## src/hw/rtl/assert_macros.svh

```systemverilog
// Assertion macros shared by the link-gated dual byte FIFO RTL.
// Depends on nothing; the including module must provide clk and rst_n.
`ifndef ASSERT_MACROS_SVH
`define ASSERT_MACROS_SVH

// Checked on every rising edge outside reset.
`define LGDBF_ASSERT(lbl, prop, msg) \
    lbl: assert property (@(posedge clk) disable iff (!rst_n) (prop)) else $error(msg);

// Checked on every rising edge, reset included.
`define LGDBF_ASSERT_ALWAYS(lbl, prop, msg) \
    lbl: assert property (@(posedge clk) (prop)) else $error(msg);

`endif

```

## src/hw/rtl/lgdbf_pkg.sv

```systemverilog
// Package of the link-gated dual byte FIFO: sizes, codes, types and the owner function.
// Depends on nothing; used by the interfaces, the store RAM and the top level.
package lgdbf_pkg;

    localparam int RX_DEPTH = 256;
    localparam int TX_DEPTH = 256;

    localparam int RX_AW = $clog2(RX_DEPTH);
    localparam int RX_FW = $clog2(RX_DEPTH + 1);
    localparam int TX_AW = $clog2(TX_DEPTH);
    localparam int TX_FW = $clog2(TX_DEPTH + 1);

    localparam int ACT_W   = 5;
    localparam int BYTE_W  = 8;
    localparam int AMT_W   = 9;
    localparam int LVL_W   = 9;
    localparam int PHASE_W = 3;
    localparam int OWNER_W = 2;
    localparam int CNT_W   = 32;

    // Common width for transmit length compares, and for head plus offset sums.
    localparam int TX_CW = (TX_FW > AMT_W) ? TX_FW : AMT_W;
    localparam int TX_SW = ((TX_AW > TX_CW) ? TX_AW : TX_CW) + 1;

    typedef enum logic [ACT_W-1:0] {
        ACT_ENABLE    = 5'd0,
        ACT_DISABLE   = 5'd1,
        ACT_DISC      = 5'd2,
        ACT_CONNECT   = 5'd3,
        ACT_ERROR     = 5'd4,
        ACT_RX_PUSH   = 5'd5,
        ACT_CONSOLE   = 5'd6,
        ACT_TEST      = 5'd7,
        ACT_BEGIN     = 5'd8,
        ACT_END       = 5'd9,
        ACT_READ_CON  = 5'd10,
        ACT_READ_TEST = 5'd11,
        ACT_READ_XFER = 5'd12,
        ACT_TX_PUSH   = 5'd13,
        ACT_EXACT     = 5'd14,
        ACT_PEEK      = 5'd15,
        ACT_DONE      = 5'd16
    } action_t;

    typedef enum logic [PHASE_W-1:0] {
        PH_OFF   = 3'd0,
        PH_READY = 3'd1,
        PH_DISC  = 3'd2,
        PH_CONN  = 3'd3,
        PH_ERROR = 3'd4
    } link_phase_t;

    typedef enum logic [OWNER_W-1:0] {
        OWN_NONE    = 2'd0,
        OWN_CONSOLE = 2'd1,
        OWN_TEST    = 2'd2,
        OWN_XFER    = 2'd3
    } owner_t;

    typedef enum logic {
        ST_IDLE,
        ST_FETCH
    } state_t;

    typedef struct packed {
        logic enabled;
        logic connected;
        logic transfer;
        logic console;
        logic test;
    } mode_t;

    // Receive owner by priority: transfer, then test terminal, then console.
    function automatic owner_t owner_of(input mode_t m);
        owner_t o;
        if (!m.enabled || !m.connected) begin
            o = OWN_NONE;
        end else if (m.transfer) begin
            o = OWN_XFER;
        end else if (m.test) begin
            o = OWN_TEST;
        end else if (m.console) begin
            o = OWN_CONSOLE;
        end else begin
            o = OWN_NONE;
        end
        return o;
    endfunction

endpackage

```

## src/hw/rtl/lgdbf_req_if.sv

```systemverilog
// Request channel of the link-gated dual byte FIFO: valid, ready and the request fields.
// Depends on lgdbf_pkg for the field widths.
interface lgdbf_req_if;
    logic                          valid;
    logic                          ready;
    logic [lgdbf_pkg::ACT_W-1:0]   action;
    logic                          flag;
    logic [lgdbf_pkg::BYTE_W-1:0]  data_byte;
    logic [lgdbf_pkg::AMT_W-1:0]   amount;

    modport source (output valid, action, flag, data_byte, amount, input ready);
    modport sink   (input valid, action, flag, data_byte, amount, output ready);
endinterface

```

## src/hw/rtl/lgdbf_rsp_if.sv

```systemverilog
// Response channel of the link-gated dual byte FIFO: valid, ready, status and counters.
// Depends on lgdbf_pkg for the field widths.
interface lgdbf_rsp_if;
    logic                            valid;
    logic                            ready;
    logic                            ok;
    logic [lgdbf_pkg::BYTE_W-1:0]    data_out;
    logic [lgdbf_pkg::PHASE_W-1:0]   link_state;
    logic [lgdbf_pkg::OWNER_W-1:0]   rx_user;
    logic [lgdbf_pkg::LVL_W-1:0]     rx_level;
    logic [lgdbf_pkg::LVL_W-1:0]     tx_level;
    logic [lgdbf_pkg::CNT_W-1:0]     rx_dropped;
    logic [lgdbf_pkg::CNT_W-1:0]     tx_dropped;
    logic [lgdbf_pkg::CNT_W-1:0]     tx_queued_total;
    logic [lgdbf_pkg::CNT_W-1:0]     tx_sent_total;

    modport source (output valid, ok, data_out, link_state, rx_user, rx_level, tx_level,
                    rx_dropped, tx_dropped, tx_queued_total, tx_sent_total,
                    input ready);
    modport sink   (input valid, ok, data_out, link_state, rx_user, rx_level, tx_level,
                    rx_dropped, tx_dropped, tx_queued_total, tx_sent_total,
                    output ready);
endinterface

```

## src/hw/rtl/link_gated_dual_byte_fifo.sv

```systemverilog
// Top level of the link-gated dual byte FIFO: link phase, receive ownership, two byte rings.
// Depends on lgdbf_pkg, lgdbf_req_if, lgdbf_rsp_if, lgdbf_ram and assert_macros.svh.
`include "assert_macros.svh"

// A serial link endpoint holding a receive ring and a transmit ring of bytes, each in its own
// RAM, gated by the link phase and by which owner holds the receive side. Every request gives
// exactly one response carrying ok, a data byte and the status and counters as they stand
// after the request. Most requests complete at the accepting edge: the pointers, fills, flags
// and counters sit in flip-flops updated at that edge, and a push writes the RAM at that edge
// too. A console, test terminal or transfer read that succeeds, and a peek that hits, also pass
// through the fetch state, because the byte comes out of the ring RAM's registered read port in
// the cycle after the address is presented; no further request is taken in the fetch state. The
// response sits in an output register, and a new request is taken in the cycle the previous
// response is taken. Both rings start empty after reset with no clearing pass: the fill counts
// guard every read, so RAM entries are only ever read after they were written.
module link_gated_dual_byte_fifo (
    input  logic               clk,
    input  logic               rst_n,
    lgdbf_req_if.sink          req,
    lgdbf_rsp_if.source        rsp
);
    import lgdbf_pkg::*;

    // Control state.
    state_t                state_reg, state_next;
    mode_t                 mode_reg, mode_next;
    link_phase_t           phase_reg, phase_next;
    logic [RX_AW-1:0]      rx_head_reg, rx_head_next;
    logic [RX_AW-1:0]      rx_tail_reg, rx_tail_next;
    logic [RX_FW-1:0]      rx_fill_reg, rx_fill_next;
    logic [TX_AW-1:0]      tx_head_reg, tx_head_next;
    logic [TX_AW-1:0]      tx_tail_reg, tx_tail_next;
    logic [TX_FW-1:0]      tx_fill_reg, tx_fill_next;
    logic [CNT_W-1:0]      rx_drop_reg, rx_drop_next;
    logic [CNT_W-1:0]      tx_drop_reg, tx_drop_next;
    logic [CNT_W-1:0]      tx_queued_reg, tx_queued_next;
    logic [CNT_W-1:0]      tx_sent_reg, tx_sent_next;
    logic                  out_valid_reg, out_valid_next;

    // Response payload.
    logic                  ok_reg, ok_next;
    logic [BYTE_W-1:0]     data_reg, data_next;
    logic                  fetch_tx_reg, fetch_tx_next;

    // Request decode and helpers.
    action_t               act;
    logic                  accept;
    logic                  live;
    logic                  ok_c;
    owner_t                read_owner;
    logic                  rx_full;
    logic                  rx_empty;
    logic                  tx_full;
    logic [RX_AW-1:0]      rx_head_inc;
    logic [RX_AW-1:0]      rx_tail_inc;
    logic [TX_AW-1:0]      tx_tail_inc;
    logic [TX_CW-1:0]      tx_amt_c;
    logic [TX_CW-1:0]      tx_fill_c;
    logic [TX_CW-1:0]      tx_done_n;
    logic [TX_FW-1:0]      tx_room;
    logic                  exact_fit;
    logic                  peek_hit;
    logic [TX_SW-1:0]      tx_peek_sum;
    logic [TX_SW-1:0]      tx_done_sum;
    logic [TX_AW-1:0]      tx_peek_addr;
    logic [TX_AW-1:0]      tx_done_head;

    // RAM ports.
    logic                  rx_we, rx_re;
    logic                  tx_we, tx_re;
    logic [BYTE_W-1:0]     rx_rdata, tx_rdata;
    logic [TX_AW-1:0]      tx_raddr;

    assign act    = action_t'(req.action);
    assign accept = req.valid && req.ready;
    assign live   = mode_reg.enabled && mode_reg.connected;

    assign rx_full  = (rx_fill_reg == RX_FW'(RX_DEPTH));
    assign rx_empty = (rx_fill_reg == '0);
    assign tx_full  = (tx_fill_reg == TX_FW'(TX_DEPTH));

    assign rx_head_inc = (rx_head_reg == RX_AW'(RX_DEPTH - 1)) ? '0 : rx_head_reg + RX_AW'(1);
    assign rx_tail_inc = (rx_tail_reg == RX_AW'(RX_DEPTH - 1)) ? '0 : rx_tail_reg + RX_AW'(1);
    assign tx_tail_inc = (tx_tail_reg == TX_AW'(TX_DEPTH - 1)) ? '0 : tx_tail_reg + TX_AW'(1);

    // Transmit lengths: the send completion is clamped to the fill, and both the peek offset
    // and the clamped length stay below twice the depth once added to the head, so a single
    // compare and subtract wraps them.
    assign tx_amt_c  = TX_CW'(req.amount);
    assign tx_fill_c = TX_CW'(tx_fill_reg);
    assign tx_done_n = (tx_amt_c > tx_fill_c) ? tx_fill_c : tx_amt_c;
    assign tx_room   = TX_FW'(TX_DEPTH) - tx_fill_reg;
    assign exact_fit = (tx_amt_c <= TX_CW'(tx_room));
    assign peek_hit  = (tx_amt_c < tx_fill_c);

    assign tx_peek_sum  = TX_SW'(tx_head_reg) + TX_SW'(req.amount);
    assign tx_done_sum  = TX_SW'(tx_head_reg) + TX_SW'(tx_done_n);
    assign tx_peek_addr = (tx_peek_sum >= TX_SW'(TX_DEPTH))
                        ? TX_AW'(tx_peek_sum - TX_SW'(TX_DEPTH)) : TX_AW'(tx_peek_sum);
    assign tx_done_head = (tx_done_sum >= TX_SW'(TX_DEPTH))
                        ? TX_AW'(tx_done_sum - TX_SW'(TX_DEPTH)) : TX_AW'(tx_done_sum);

    // Which owner a read action stands for.
    always_comb
    begin
        case (act)
            ACT_READ_CON:  read_owner = OWN_CONSOLE;
            ACT_READ_TEST: read_owner = OWN_TEST;
            ACT_READ_XFER: read_owner = OWN_XFER;
            default:       read_owner = OWN_NONE;
        endcase
    end

    // Request execution: every state update happens at the accepting edge. A receive clear
    // simply drops both pointers and the fill; the RAM contents are left as they are.
    always_comb
    begin
        mode_next      = mode_reg;
        phase_next     = phase_reg;
        rx_head_next   = rx_head_reg;
        rx_tail_next   = rx_tail_reg;
        rx_fill_next   = rx_fill_reg;
        tx_head_next   = tx_head_reg;
        tx_tail_next   = tx_tail_reg;
        tx_fill_next   = tx_fill_reg;
        rx_drop_next   = rx_drop_reg;
        tx_drop_next   = tx_drop_reg;
        tx_queued_next = tx_queued_reg;
        tx_sent_next   = tx_sent_reg;
        ok_c           = 1'b0;
        rx_we          = 1'b0;
        rx_re          = 1'b0;
        tx_we          = 1'b0;
        tx_re          = 1'b0;
        tx_raddr       = tx_peek_addr;

        if (accept)
        begin
            case (act)
                ACT_ENABLE:
                begin
                    rx_head_next     = '0;
                    rx_tail_next     = '0;
                    rx_fill_next     = '0;
                    tx_head_next     = '0;
                    tx_tail_next     = '0;
                    tx_fill_next     = '0;
                    rx_drop_next     = '0;
                    tx_drop_next     = '0;
                    tx_queued_next   = '0;
                    tx_sent_next     = '0;
                    mode_next        = '0;
                    mode_next.enabled = 1'b1;
                    phase_next       = PH_READY;
                    ok_c             = 1'b1;
                end
                ACT_DISABLE:
                begin
                    rx_head_next = '0;
                    rx_tail_next = '0;
                    rx_fill_next = '0;
                    tx_head_next = '0;
                    tx_tail_next = '0;
                    tx_fill_next = '0;
                    mode_next    = '0;
                    phase_next   = PH_OFF;
                    ok_c         = 1'b1;
                end
                ACT_DISC:
                begin
                    if (mode_reg.enabled && !mode_reg.connected)
                    begin
                        phase_next = PH_DISC;
                        ok_c       = 1'b1;
                    end
                end
                ACT_CONNECT:
                begin
                    if (mode_reg.enabled)
                    begin
                        rx_head_next        = '0;
                        rx_tail_next        = '0;
                        rx_fill_next        = '0;
                        tx_head_next        = '0;
                        tx_tail_next        = '0;
                        tx_fill_next        = '0;
                        mode_next.transfer  = 1'b0;
                        mode_next.connected = req.flag;
                        phase_next          = req.flag ? PH_CONN : PH_DISC;
                        ok_c                = 1'b1;
                    end
                end
                ACT_ERROR:
                begin
                    rx_head_next        = '0;
                    rx_tail_next        = '0;
                    rx_fill_next        = '0;
                    tx_head_next        = '0;
                    tx_tail_next        = '0;
                    tx_fill_next        = '0;
                    mode_next.transfer  = 1'b0;
                    mode_next.connected = 1'b0;
                    phase_next          = mode_reg.enabled ? PH_ERROR : PH_OFF;
                    ok_c                = 1'b1;
                end
                ACT_RX_PUSH:
                begin
                    if (live)
                    begin
                        if (!rx_full)
                        begin
                            rx_we        = 1'b1;
                            rx_tail_next = rx_tail_inc;
                            rx_fill_next = rx_fill_reg + RX_FW'(1);
                            ok_c         = 1'b1;
                        end
                        else
                        begin
                            rx_drop_next = rx_drop_reg + CNT_W'(1);
                        end
                    end
                end
                ACT_CONSOLE:
                begin
                    if (!(req.flag && !mode_reg.enabled))
                    begin
                        if (mode_reg.console != req.flag)
                        begin
                            rx_head_next = '0;
                            rx_tail_next = '0;
                            rx_fill_next = '0;
                        end
                        mode_next.console = req.flag;
                        ok_c              = 1'b1;
                    end
                end
                ACT_TEST:
                begin
                    if (!(req.flag && mode_reg.transfer))
                    begin
                        if (mode_reg.test != req.flag)
                        begin
                            rx_head_next = '0;
                            rx_tail_next = '0;
                            rx_fill_next = '0;
                        end
                        mode_next.test = mode_reg.enabled && req.flag;
                        ok_c           = 1'b1;
                    end
                end
                ACT_BEGIN:
                begin
                    if (live && !mode_reg.test && !mode_reg.transfer)
                    begin
                        rx_head_next       = '0;
                        rx_tail_next       = '0;
                        rx_fill_next       = '0;
                        mode_next.transfer = 1'b1;
                        ok_c               = 1'b1;
                    end
                end
                ACT_END:
                begin
                    if (mode_reg.transfer)
                    begin
                        rx_head_next       = '0;
                        rx_tail_next       = '0;
                        rx_fill_next       = '0;
                        mode_next.transfer = 1'b0;
                        ok_c               = 1'b1;
                    end
                end
                ACT_READ_CON, ACT_READ_TEST, ACT_READ_XFER:
                begin
                    if ((owner_of(mode_reg) == read_owner) && !rx_empty)
                    begin
                        rx_re        = 1'b1;
                        rx_head_next = rx_head_inc;
                        rx_fill_next = rx_fill_reg - RX_FW'(1);
                        ok_c         = 1'b1;
                    end
                end
                ACT_TX_PUSH:
                begin
                    if (live)
                    begin
                        if (!tx_full)
                        begin
                            tx_we          = 1'b1;
                            tx_tail_next   = tx_tail_inc;
                            tx_fill_next   = tx_fill_reg + TX_FW'(1);
                            tx_queued_next = tx_queued_reg + CNT_W'(1);
                            ok_c           = 1'b1;
                        end
                        else
                        begin
                            tx_drop_next = tx_drop_reg + CNT_W'(1);
                        end
                    end
                end
                ACT_EXACT:
                begin
                    ok_c = live && exact_fit;
                end
                ACT_PEEK:
                begin
                    if (peek_hit)
                    begin
                        tx_re = 1'b1;
                        ok_c  = 1'b1;
                    end
                end
                ACT_DONE:
                begin
                    tx_head_next = tx_done_head;
                    tx_fill_next = tx_fill_reg - TX_FW'(tx_done_n);
                    tx_sent_next = tx_sent_reg + CNT_W'(tx_done_n);
                    ok_c         = 1'b1;
                end
                default:
                begin
                    ok_c = 1'b0;
                end
            endcase
        end
    end

    // Sequencer: next state.
    always_comb
    begin
        state_next = state_reg;
        case (state_reg)
            ST_IDLE:
            begin
                if (accept && (rx_re || tx_re))
                begin
                    state_next = ST_FETCH;
                end
            end
            ST_FETCH:
            begin
                state_next = ST_IDLE;
            end
            default:
            begin
                state_next = ST_IDLE;
            end
        endcase
    end

    // Sequencer: outputs. A request is taken only when idle and the response register is
    // free or being emptied in this cycle.
    always_comb
    begin
        case (state_reg)
            ST_IDLE:  req.ready = !out_valid_reg || rsp.ready;
            ST_FETCH: req.ready = 1'b0;
            default:  req.ready = 1'b0;
        endcase
    end

    // Response register. A fetching request leaves it empty in the fetch state and fills it with
    // the byte from the RAM; ok was already set when the request was accepted.
    always_comb
    begin
        out_valid_next = out_valid_reg;
        ok_next        = ok_reg;
        data_next      = data_reg;
        fetch_tx_next  = fetch_tx_reg;
        if (state_reg == ST_FETCH)
        begin
            out_valid_next = 1'b1;
            data_next      = fetch_tx_reg ? tx_rdata : rx_rdata;
        end
        else if (accept)
        begin
            out_valid_next = !(rx_re || tx_re);
            ok_next        = ok_c;
            data_next      = '0;
            fetch_tx_next  = tx_re;
        end
        else if (rsp.ready)
        begin
            out_valid_next = 1'b0;
        end
    end

    always_ff @(posedge clk or negedge rst_n)
    begin
        if (!rst_n)
        begin
            state_reg     <= ST_IDLE;
            mode_reg      <= '0;
            phase_reg     <= PH_OFF;
            rx_head_reg   <= '0;
            rx_tail_reg   <= '0;
            rx_fill_reg   <= '0;
            tx_head_reg   <= '0;
            tx_tail_reg   <= '0;
            tx_fill_reg   <= '0;
            rx_drop_reg   <= '0;
            tx_drop_reg   <= '0;
            tx_queued_reg <= '0;
            tx_sent_reg   <= '0;
            out_valid_reg <= 1'b0;
        end
        else
        begin
            state_reg     <= state_next;
            mode_reg      <= mode_next;
            phase_reg     <= phase_next;
            rx_head_reg   <= rx_head_next;
            rx_tail_reg   <= rx_tail_next;
            rx_fill_reg   <= rx_fill_next;
            tx_head_reg   <= tx_head_next;
            tx_tail_reg   <= tx_tail_next;
            tx_fill_reg   <= tx_fill_next;
            rx_drop_reg   <= rx_drop_next;
            tx_drop_reg   <= tx_drop_next;
            tx_queued_reg <= tx_queued_next;
            tx_sent_reg   <= tx_sent_next;
            out_valid_reg <= out_valid_next;
        end
    end

    always_ff @(posedge clk)
    begin
        ok_reg       <= ok_next;
        data_reg     <= data_next;
        fetch_tx_reg <= fetch_tx_next;
    end

    // Receive ring: written at the tail, read at the head.
    lgdbf_ram #(
        .DEPTH (RX_DEPTH)
    ) u_rx_ram (
        .clk   (clk),
        .we    (rx_we),
        .waddr (rx_tail_reg),
        .wdata (req.data_byte),
        .re    (rx_re),
        .raddr (rx_head_reg),
        .rdata (rx_rdata)
    );

    // Transmit ring: written at the tail, peeked at head plus offset.
    lgdbf_ram #(
        .DEPTH (TX_DEPTH)
    ) u_tx_ram (
        .clk   (clk),
        .we    (tx_we),
        .waddr (tx_tail_reg),
        .wdata (req.data_byte),
        .re    (tx_re),
        .raddr (tx_raddr),
        .rdata (tx_rdata)
    );

    // The status fields are read straight from the state, which holds still while a response
    // waits, since no request is taken until that response goes.
    assign rsp.valid           = out_valid_reg;
    assign rsp.ok              = ok_reg;
    assign rsp.data_out        = data_reg;
    assign rsp.link_state      = phase_reg;
    assign rsp.rx_user         = owner_of(mode_reg);
    assign rsp.rx_level        = LVL_W'(rx_fill_reg);
    assign rsp.tx_level        = LVL_W'(tx_fill_reg);
    assign rsp.rx_dropped      = rx_drop_reg;
    assign rsp.tx_dropped      = tx_drop_reg;
    assign rsp.tx_queued_total = tx_queued_reg;
    assign rsp.tx_sent_total   = tx_sent_reg;

    `LGDBF_ASSERT(a_fetch_delivers, (state_reg == ST_FETCH) |=> rsp.valid, "fetched byte not delivered")
    `LGDBF_ASSERT(a_fetch_blocks, (state_reg == ST_FETCH) |-> !req.ready, "request taken during fetch")
    `LGDBF_ASSERT(a_no_overwrite, (out_valid_reg && !rsp.ready) |-> !req.ready, "waiting response at risk")
    `LGDBF_ASSERT_ALWAYS(a_fill_bound, (rx_fill_reg <= RX_FW'(RX_DEPTH)) && (tx_fill_reg <= TX_FW'(TX_DEPTH)), "fill beyond depth")

endmodule

```

## src/hw/rtl/lgdbf_ram.sv

```systemverilog
// Byte store RAM: one write port and one read port with registered read data.
// Depends on lgdbf_pkg for the byte width.
module lgdbf_ram #(
    parameter int DEPTH = 256
) (
    input  logic                                 clk,
    input  logic                                 we,
    input  logic [$clog2(DEPTH)-1:0]             waddr,
    input  logic [lgdbf_pkg::BYTE_W-1:0]         wdata,
    input  logic                                 re,
    input  logic [$clog2(DEPTH)-1:0]             raddr,
    output logic [lgdbf_pkg::BYTE_W-1:0]         rdata
);
    import lgdbf_pkg::*;

    logic [BYTE_W-1:0] mem [DEPTH];
    logic [BYTE_W-1:0] rdata_reg;

    always_ff @(posedge clk)
    begin
        if (we)
        begin
            mem[waddr] <= wdata;
        end
    end

    always_ff @(posedge clk)
    begin
        if (re)
        begin
            rdata_reg <= mem[raddr];
        end
    end

    assign rdata = rdata_reg;

endmodule
```

## src/flat_wrapper.sv

```systemverilog
// flat-port wrapper written by rule: the top's interface ports become plain ports
module link_gated_dual_byte_fifo_flat import lgdbf_pkg::*;
  (clk, rst_n, req_valid, req_action, req_flag, req_data_byte, req_amount, req_ready, rsp_valid, rsp_ok, rsp_data_out, rsp_link_state, rsp_rx_user, rsp_rx_level, rsp_tx_level, rsp_rx_dropped, rsp_tx_dropped, rsp_tx_queued_total, rsp_tx_sent_total, rsp_ready);
  lgdbf_req_if req_i ();
  lgdbf_rsp_if rsp_i ();
  input  logic clk;
  input  logic rst_n;
  input wire logic [$bits(req_i.valid)-1:0] req_valid;
  input wire logic [$bits(req_i.action)-1:0] req_action;
  input wire logic [$bits(req_i.flag)-1:0] req_flag;
  input wire logic [$bits(req_i.data_byte)-1:0] req_data_byte;
  input wire logic [$bits(req_i.amount)-1:0] req_amount;
  output wire logic [$bits(req_i.ready)-1:0] req_ready;
  output wire logic [$bits(rsp_i.valid)-1:0] rsp_valid;
  output wire logic [$bits(rsp_i.ok)-1:0] rsp_ok;
  output wire logic [$bits(rsp_i.data_out)-1:0] rsp_data_out;
  output wire logic [$bits(rsp_i.link_state)-1:0] rsp_link_state;
  output wire logic [$bits(rsp_i.rx_user)-1:0] rsp_rx_user;
  output wire logic [$bits(rsp_i.rx_level)-1:0] rsp_rx_level;
  output wire logic [$bits(rsp_i.tx_level)-1:0] rsp_tx_level;
  output wire logic [$bits(rsp_i.rx_dropped)-1:0] rsp_rx_dropped;
  output wire logic [$bits(rsp_i.tx_dropped)-1:0] rsp_tx_dropped;
  output wire logic [$bits(rsp_i.tx_queued_total)-1:0] rsp_tx_queued_total;
  output wire logic [$bits(rsp_i.tx_sent_total)-1:0] rsp_tx_sent_total;
  input wire logic [$bits(rsp_i.ready)-1:0] rsp_ready;
  assign req_i.valid = req_valid;
  assign req_i.action = req_action;
  assign req_i.flag = req_flag;
  assign req_i.data_byte = req_data_byte;
  assign req_i.amount = req_amount;
  assign req_ready = req_i.ready;
  assign rsp_valid = rsp_i.valid;
  assign rsp_ok = rsp_i.ok;
  assign rsp_data_out = rsp_i.data_out;
  assign rsp_link_state = rsp_i.link_state;
  assign rsp_rx_user = rsp_i.rx_user;
  assign rsp_rx_level = rsp_i.rx_level;
  assign rsp_tx_level = rsp_i.tx_level;
  assign rsp_rx_dropped = rsp_i.rx_dropped;
  assign rsp_tx_dropped = rsp_i.tx_dropped;
  assign rsp_tx_queued_total = rsp_i.tx_queued_total;
  assign rsp_tx_sent_total = rsp_i.tx_sent_total;
  assign rsp_i.ready = rsp_ready;
  link_gated_dual_byte_fifo u_core (.clk(clk), .rst_n(rst_n), .req(req_i), .rsp(rsp_i));
endmodule
```

## config.mk

```make
export PLATFORM = sky130hd
export DESIGN_NAME = link_gated_dual_byte_fifo_flat
export DESIGN_NICKNAME = d
export VERILOG_FILES = /design/src/hw/rtl/lgdbf_pkg.sv /design/src/hw/rtl/lgdbf_req_if.sv /design/src/hw/rtl/lgdbf_rsp_if.sv /design/src/hw/rtl/link_gated_dual_byte_fifo.sv /design/src/hw/rtl/lgdbf_ram.sv /design/src/flat_wrapper.sv
export VERILOG_INCLUDE_DIRS = /design/src /design/src/hw/rtl
export SDC_FILE = /design/constraint.sdc
export NUM_CORES = 2
export LEC_CHECK = 0
export BUFFER_PORTS_ARGS = -buffer_cell sky130_fd_sc_hd__buf_4
export CORE_MARGIN = 2
export CORE_UTILIZATION = 55
export DETAILED_ROUTE_END_ITERATION = 12
export PLACE_DENSITY = 0.71
export SYNTH_ARGS = -nofsm -noshare
export SYNTH_HDL_FRONTEND = slang
export SYNTH_SLANG_ARGS = --single-unit
```

## constraint.sdc

```tcl
create_clock -name clk -period 5.6 [get_ports clk]
set_input_delay 1.12 -clock clk [delete_from_list [all_inputs] [get_ports clk]]
set_output_delay 1.12 -clock clk [all_outputs]
set_load 0.1 [all_outputs]
```

======== Word level (Yosys, flattened, before mapping) ========
Memory sizes are Yosys's and may differ from the RTL's. A register that Yosys moved wholly into a read port is not among the register bits.
Index checks and enable logic that the tools add are counted.
word-level totals
  input port bits ......................... 27
  bits in registers ....................... 198
  memories kept ........................... 2
  RAM bits ................................ 4096
  output and inout bits ................... 162
memories
  name                 words  width  rd ports  clocked after memory_dff  wr ports  RTL line         text
  u_core.u_rx_ram.mem  256    8      1         1                         1         lgdbf_ram.sv:16  logic [BYTE_W-1:0] mem [DEPTH];
  u_core.u_tx_ram.mem  256    8      1         1                         1         lgdbf_ram.sv:16
cells by class
  add/subtract/negate cells ............... 16
  $lt $le $gt $ge ......................... 5
  reductions and logical operators ........ 62
  equality and inequality tests ........... 39
  mux-type cells .......................... 101
  bitwise operators ....................... 1
operators by type and width
  cell                                                   count
  case mux 32 bit (2 select lines)                       4
  two-way mux 32 bit                                     6
  two-way mux 8 bit                                      20
  two-way mux 9 bit                                      13
  case mux 8 bit (7 select lines)                        2
  adder 32 x 1 -> 32 bit (second input constant)         3
  case mux 9 bit (8 select lines)                        1
  case mux 8 bit (3 select lines)                        2
  == test 5 x 4 -> 1 bit (second input constant)         8
  case mux 9 bit (4 select lines)                        1
  two-way mux 1 bit                                      33
  adder 32 x 9 -> 32 bit                                 1
  adder 8 x 1 -> 8 bit (second input constant)           3
  == test 8 bit (second input constant)                  3
  != test 2 x 1 -> 1 bit (second input constant)         11
  adder 8 x 9 -> 10 bit                                  2
  == test 5 x 3 -> 1 bit (second input constant)         4
  >= comparator 10 x 9 -> 1 bit (second input constant)  2
  AND reduction 4 bit                                    5
  adder 9 x 1 -> 9 bit (second input constant)           2
  == test 9 bit (second input constant)                  2
  nonzero test 2 bit                                     8
  subtractor 8 x 1 -> 8 bit (second input constant)      2
  case mux 3 bit (5 select lines)                        1
  other kinds (38)                                       85

======== Depth between registers and ports, before layout ========
  word-level depth ........................ 15
  depth in mapped cells ................... 21
  depth with buffers taken out ............ 20

======== Modules after synthesis ========
Synthesis repeated with hierarchy kept, for this count alone.
second synthesis, totals
  cells, all modules ...................... 8818
  area, all modules ....................... 171451.9 sq um
modules (own cells, without submodules)
  module                     seq. area each (sq um)  area each (sq um)  cells an instance  instances
  lgdbf_ram                  61739.2                 79636.4            3733               2
  link_gated_dual_byte_fifo  5004.8                  12179.2            1352               1

======== Worst setup path before layout ========
No wires, ideal clock.
  kind .................................... register to register
  start point ............................. reg u_core.tx_fill_reg[1] (netlist: u_core.rsp.tx_level[1])
  end point ............................... reg u_core.tx_fill_reg[8] (netlist: u_core.rsp.tx_level[8])
  required time ........................... 5.517 ns
  data arrival time ....................... 4.989 ns
  stages on the path, launching flop included .. 22
  setup slack ............................. 0.528 ns
  path buffers ............................ 1
  cell sequence ........................... dfrtp_1 inv_1 ha_1 a21o_1 a21o_1 a2111oi_0 o21bai_1 o31a_1 clkbuf_1 nand2_1 o21ai_0 or2_2 ha_1 fa_1 nor2b_1 o21ai_0 a21boi_0 o21ai_0 a21oi_1 xor2_1 or3_1 o21ai_0
between the ends
  longest elaborated chain between the ends .. 4
  elaborated cells between the ends (all ways) .. 10
  classes of those cells .................. 2 x add/sub; 1 x order compare; 2 x eq/ne; 4 x mux; 1 x reduce/logical
ends and longest elaborated chain
  what                                                               RTL line                                                            text
  from (decl)                                                        link_gated_dual_byte_fifo.sv:33                                     logic [TX_FW-1:0] tx_fill_reg, tx_fill_next;
  from (signal assigned)                                             link_gated_dual_byte_fifo.sv:417                                    tx_fill_reg <= tx_fill_next;
  > comparator 9 bit / adder 9 x 1 -> 9 bit (equally long branches)  link_gated_dual_byte_fifo.sv:91, link_gated_dual_byte_fifo.sv:291
  two-way mux 9 bit, on equally long branches                        link_gated_dual_byte_fifo.sv:91, link_gated_dual_byte_fifo.sv:287
  subtractor 9 bit / two-way mux 9 bit (equally long branches)       link_gated_dual_byte_fifo.sv:316, link_gated_dual_byte_fifo.sv:285
  case mux 9 bit (4 select lines)                                    link_gated_dual_byte_fifo.sv:139                                    case (act)
Several ways; a longest one is shown, not always the timed one. The select of a mux whose other input is x is not followed.
A chain may end at the register's enable or synchronous reset.

======== Final worst setup path ========
  start point ............................. reg u_core.tx_fill_reg[2] (netlist: u_core.rsp.tx_level[2])
  end point ............................... reg u_core.tx_sent_reg[29] (netlist: u_core.rsp.tx_sent_total[29])
between the ends
  longest elaborated chain between the ends .. 4
ends and longest elaborated chain
  what                                  RTL line                          text
  > comparator 9 bit                    link_gated_dual_byte_fifo.sv:91   assign tx_done_n = (tx_amt_c > tx_fill_c) ? tx_fill_c : tx_amt_c;
  two-way mux 9 bit (*)                 link_gated_dual_byte_fifo.sv:91
  adder 32 x 9 -> 32 bit (*)            link_gated_dual_byte_fifo.sv:317  tx_sent_next = tx_sent_reg + CNT_W'(tx_done_n);
  case mux 32 bit (2 select lines) (*)  link_gated_dual_byte_fifo.sv:139
  to (signal assigned)                  link_gated_dual_byte_fifo.sv:421  tx_sent_reg <= tx_sent_next;
  to (decl)                             link_gated_dual_byte_fifo.sv:37   logic [CNT_W-1:0] tx_sent_reg, tx_sent_next;
Mark *: on every way between the ends. The rest lies on a longest branch, timed or not.

==> results_dict.tcl <==
set metrics [dict create \
    status "completed" \
    nNetsFinal 9029 \
    critPathBufInv 3 \
    setup_violations 0 \
    setup_slack_ps 656 \
    route.detailed.drc 0 \
    yosysMostFrequentCell "edfxtp_1" \
    pwr_density_cell_mw_per_mm2 362 \
    place_ws_ps 180 \
    finalPower_w 0.0697 \
    fillCellCount 20800 \
    ctsHoldBuffers 0 \
    ys_seq_area_frac 0.752 \
    peakVddDrop_v 0.000301 \
    grt_first_pass_wirelength_mm 610 \
    arrival_ps 5740 \
    netlist_top_cells_area "edfxtp_1 72%, mux4_2 15%, dfrtp_1 2.8%, nor2_1 1.7%, nand2_1 1.1%" \
    core_area_sq_mm 0.309 \
    cts-root-buf "clkbuf_16" \
    grt_start_max_net_pins 175 \
    gp_congestion 0.923 \
    ant_nets 0 \
    p_int_w 0.0535 \
    synth_nets 8565 \
    track_usage 0.266 \
    fin_setup_tns_ps 0 \
    clkTransAtPathRegs_ps 60 \
    clock_skew_ps 50.9 \
    routedWlPerCell_um 31.4 \
    initial_core_util 0.553 \
    row_count 204 \
    first_pass_iters 6 \
    viasPerCell 6.50 \
    cts_tree "done" \
    cts-resized-gates 0 \
    area_delta_synth_final_pct 12.7 \
    antenna_found_initial 15 \
    worstSetupStartpointType "flip-flop" \
    crit_chain "inv_1 -> ha_1 -> a21o_1 -> a21o_1 -> a2111oi_0 -> o21bai_1 -> o31a_1 -> buf_4 -> mux2_2 -> ha_1 -> a21o_1 -> a21o_1 -> a211oi_1 -> o31a_1 -> nor3_1 -> buf_4 -> nand4_1 -> xor2_1 -> nor2_1" \
    slowest_stage "dfrtp_1" \
    hold_viol 0 \
    max_cap_violations 0 \
    comb_power_share 0.092 \
    criticalPathCategory "flip-flop to flip-flop" \
    grt_pass1_vias 87400 \
    synth_commonest_cells "4,122 x edfxtp_1, 1,168 x mux4_2, 769 x nor2_1" \
    hp-class "input pin to asynchronous set/reset pin" \
    layout-drive-gt1-share 0.256 \
    port_buffers 188 \
    yosysWarnings 0 \
    cts.htree.levels 5 \
    yosysTopAreaCell "edfxtp_1" \
    cts_made_buffers 417 \
    netlist.area_leader.share 0.725 \
    drtIter0Drc 11900 \
    synth-seq-cells 4310 \
    crit_fanout 9 \
    route.vias.total 87200 \
    chipWidth_um 561 \
    endpoint_kind "flip-flop" \
    hpwl_mm 260 \
    top_regs "u_core.u_rx_ram.mem (2048), u_core.u_tx_ram.mem (2048)" \
    synthFlopType "edfxtp_1" \
    syn_inst 8461 \
    synth_edf_count 4122 \
    syn_area_per_cell_sq_um 20.2 \
    post-route-period-util 0.883 \
    ios 189 \
    die_area_sq_mm 0.315 \
    clock_sinks 4310 \
    clkPwrFrac 0.399 \
    dieHeight_um 561 \
    clk_latency_ps 970 \
    critPathMaxStageDelay_ps 590 \
    p_leak_nw 60.9 \
    grt-ovfl-total 0 \
    critical_path_required_ps 6400 \
    min_period_ps 4940 \
    p_seq_frac 0.509 \
    critical_path.most_common_cell "a21o_1" \
    worst_slew_pin_slew_ps 1430 \
    cpLargestDelayFamily "compound AO/OA/AOI/OAI gates" \
    final-max-slew-violation-count 0 \
    power.switching_w 0.0162 \
    rsz0062_at_grt "false" \
    ys_async_sr_fraction 0.0436 \
    cts_max_path_buffers 4 \
    synth.distinct_cells 87 \
    wl_mm 420 \
    post_cts_buffers 0 \
    switching_share 0.233 \
    syn_area_sq_mm 0.171 \
    clock.fmax_ghz 0.202 \
    relSlewSlack 0.0452 \
]
-- cell usage in the layout (no fill, tap or decap), types with 52 or more instances in the layout --
master,n
edfxtp_1,4122
a21oi_1,65
mux2i_1,82
clkinv_1,78
nand3_1,157
xor2_1,76
nor2_1,761
buf_4,438
o21ai_0,116
clkinv_2,77
xnor2_1,59
buf_12,68
nand2_1,476
clkbuf_16,419
ha_1,71
mux4_2,1168
inv_1,52
a22oi_1,54
dfrtp_1,184
clkbuf_1,92
-- area by class of cell --
type	instances	area (sq um)	share of cell area
clock buffers	521	11000	0.0570
repair buffers	515	4780	0.0249
multi-input cells	3629	40300	0.209
flip-flops and latches	4310	128000	0.668
well taps	4120	5150	0.0268
clock inverters	250	2550	0.0133
inverters	52	195	0.00101
diodes	7	17.5	0.0000910
-- worst register-to-register path: stages (launching register included) --
cell	delay, ps
dfrtp_1	590
inv_1	100
ha_1	320
a21o_1	160
a21o_1	170
a2111oi_0	510
o21bai_1	170
o31a_1	160
buf_4	180
mux2_2	340
ha_1	280
a21o_1	180
a21o_1	210
a211oi_1	380
o31a_1	410
nor3_1	90
buf_4	180
nand4_1	120
xor2_1	180
nor2_1	60
-- per-stage QoR --
step / utilization / cells / hold slack, ps / instance area [sq um]
final: 0.623 / 13400 / 160 / 192000
after global routing: 0.623 / 13400 / 166 / 192000
after CTS: 0.623 / 13400 / 124 / 192000
after detailed placement: 0.579 / 12600 / 534 / 179000
after global placement: 0.579 / 12600 / 507 / 179000
after floorplan: - / 8461 / 481 / 171000
-- kinds of logic after synthesis --
kind of cell / Yosys count / share of synthesized area
AO/OA/AOI/OAI: 455 / 0.0185
AND/OR/NAND/NOR: 1694 / 0.0433
XOR/XNOR: 138 / 0.00708
flip-flops: 4310 / 0.752
multiplexers: 1265 / 0.160
adder cells (fa/ha/maj): 77 / 0.00586
buffers and inverters: 522 / 0.0130
-- metal layers --
metal,track usage,vias up,share of wire
met5,0.00527,-,0.00071
met4,0.0769,14,0.030
met3,0.0581,689,0.10
met2,0.417,4814,0.48
met1,0.380,46100,0.39
li1,-,35600,-
-- final timing paths --
kind	slack, ps	start	end	depth (start not counted)
setup / recovery	660	u_core.rsp.tx_level[2]	u_core.rsp.tx_sent_total[29]	19
hold / removal	160	rst_n	u_core.rsp.valid	1
setup reg to reg	660	u_core.rsp.tx_level[2]	u_core.rsp.tx_sent_total[29]	19
hold reg to reg	540	u_core.rsp.tx_queued_total[0]	u_core.rsp.tx_queued_total[0]	1
max in group asynchronous	4190	rst_n	u_core.rsp.tx_queued_total[14]	2
min in group clk	360	req_valid	u_core.rsp.valid	3
-- power groups by stage --
stage	registers (W)	clock network [W]	logic [W]
after floorplan	0.0364	0	0.00354
after global placement	0.0362	0	0.00627
after detailed placement	0.0362	0	0.00635
after CTS	0.0355	0.0281	0.00638
after global routing	0.0355	0.0293	0.00672
final	0.0355	0.0278	0.00640
No activity file was read; power rests on OpenSTA's default activity.
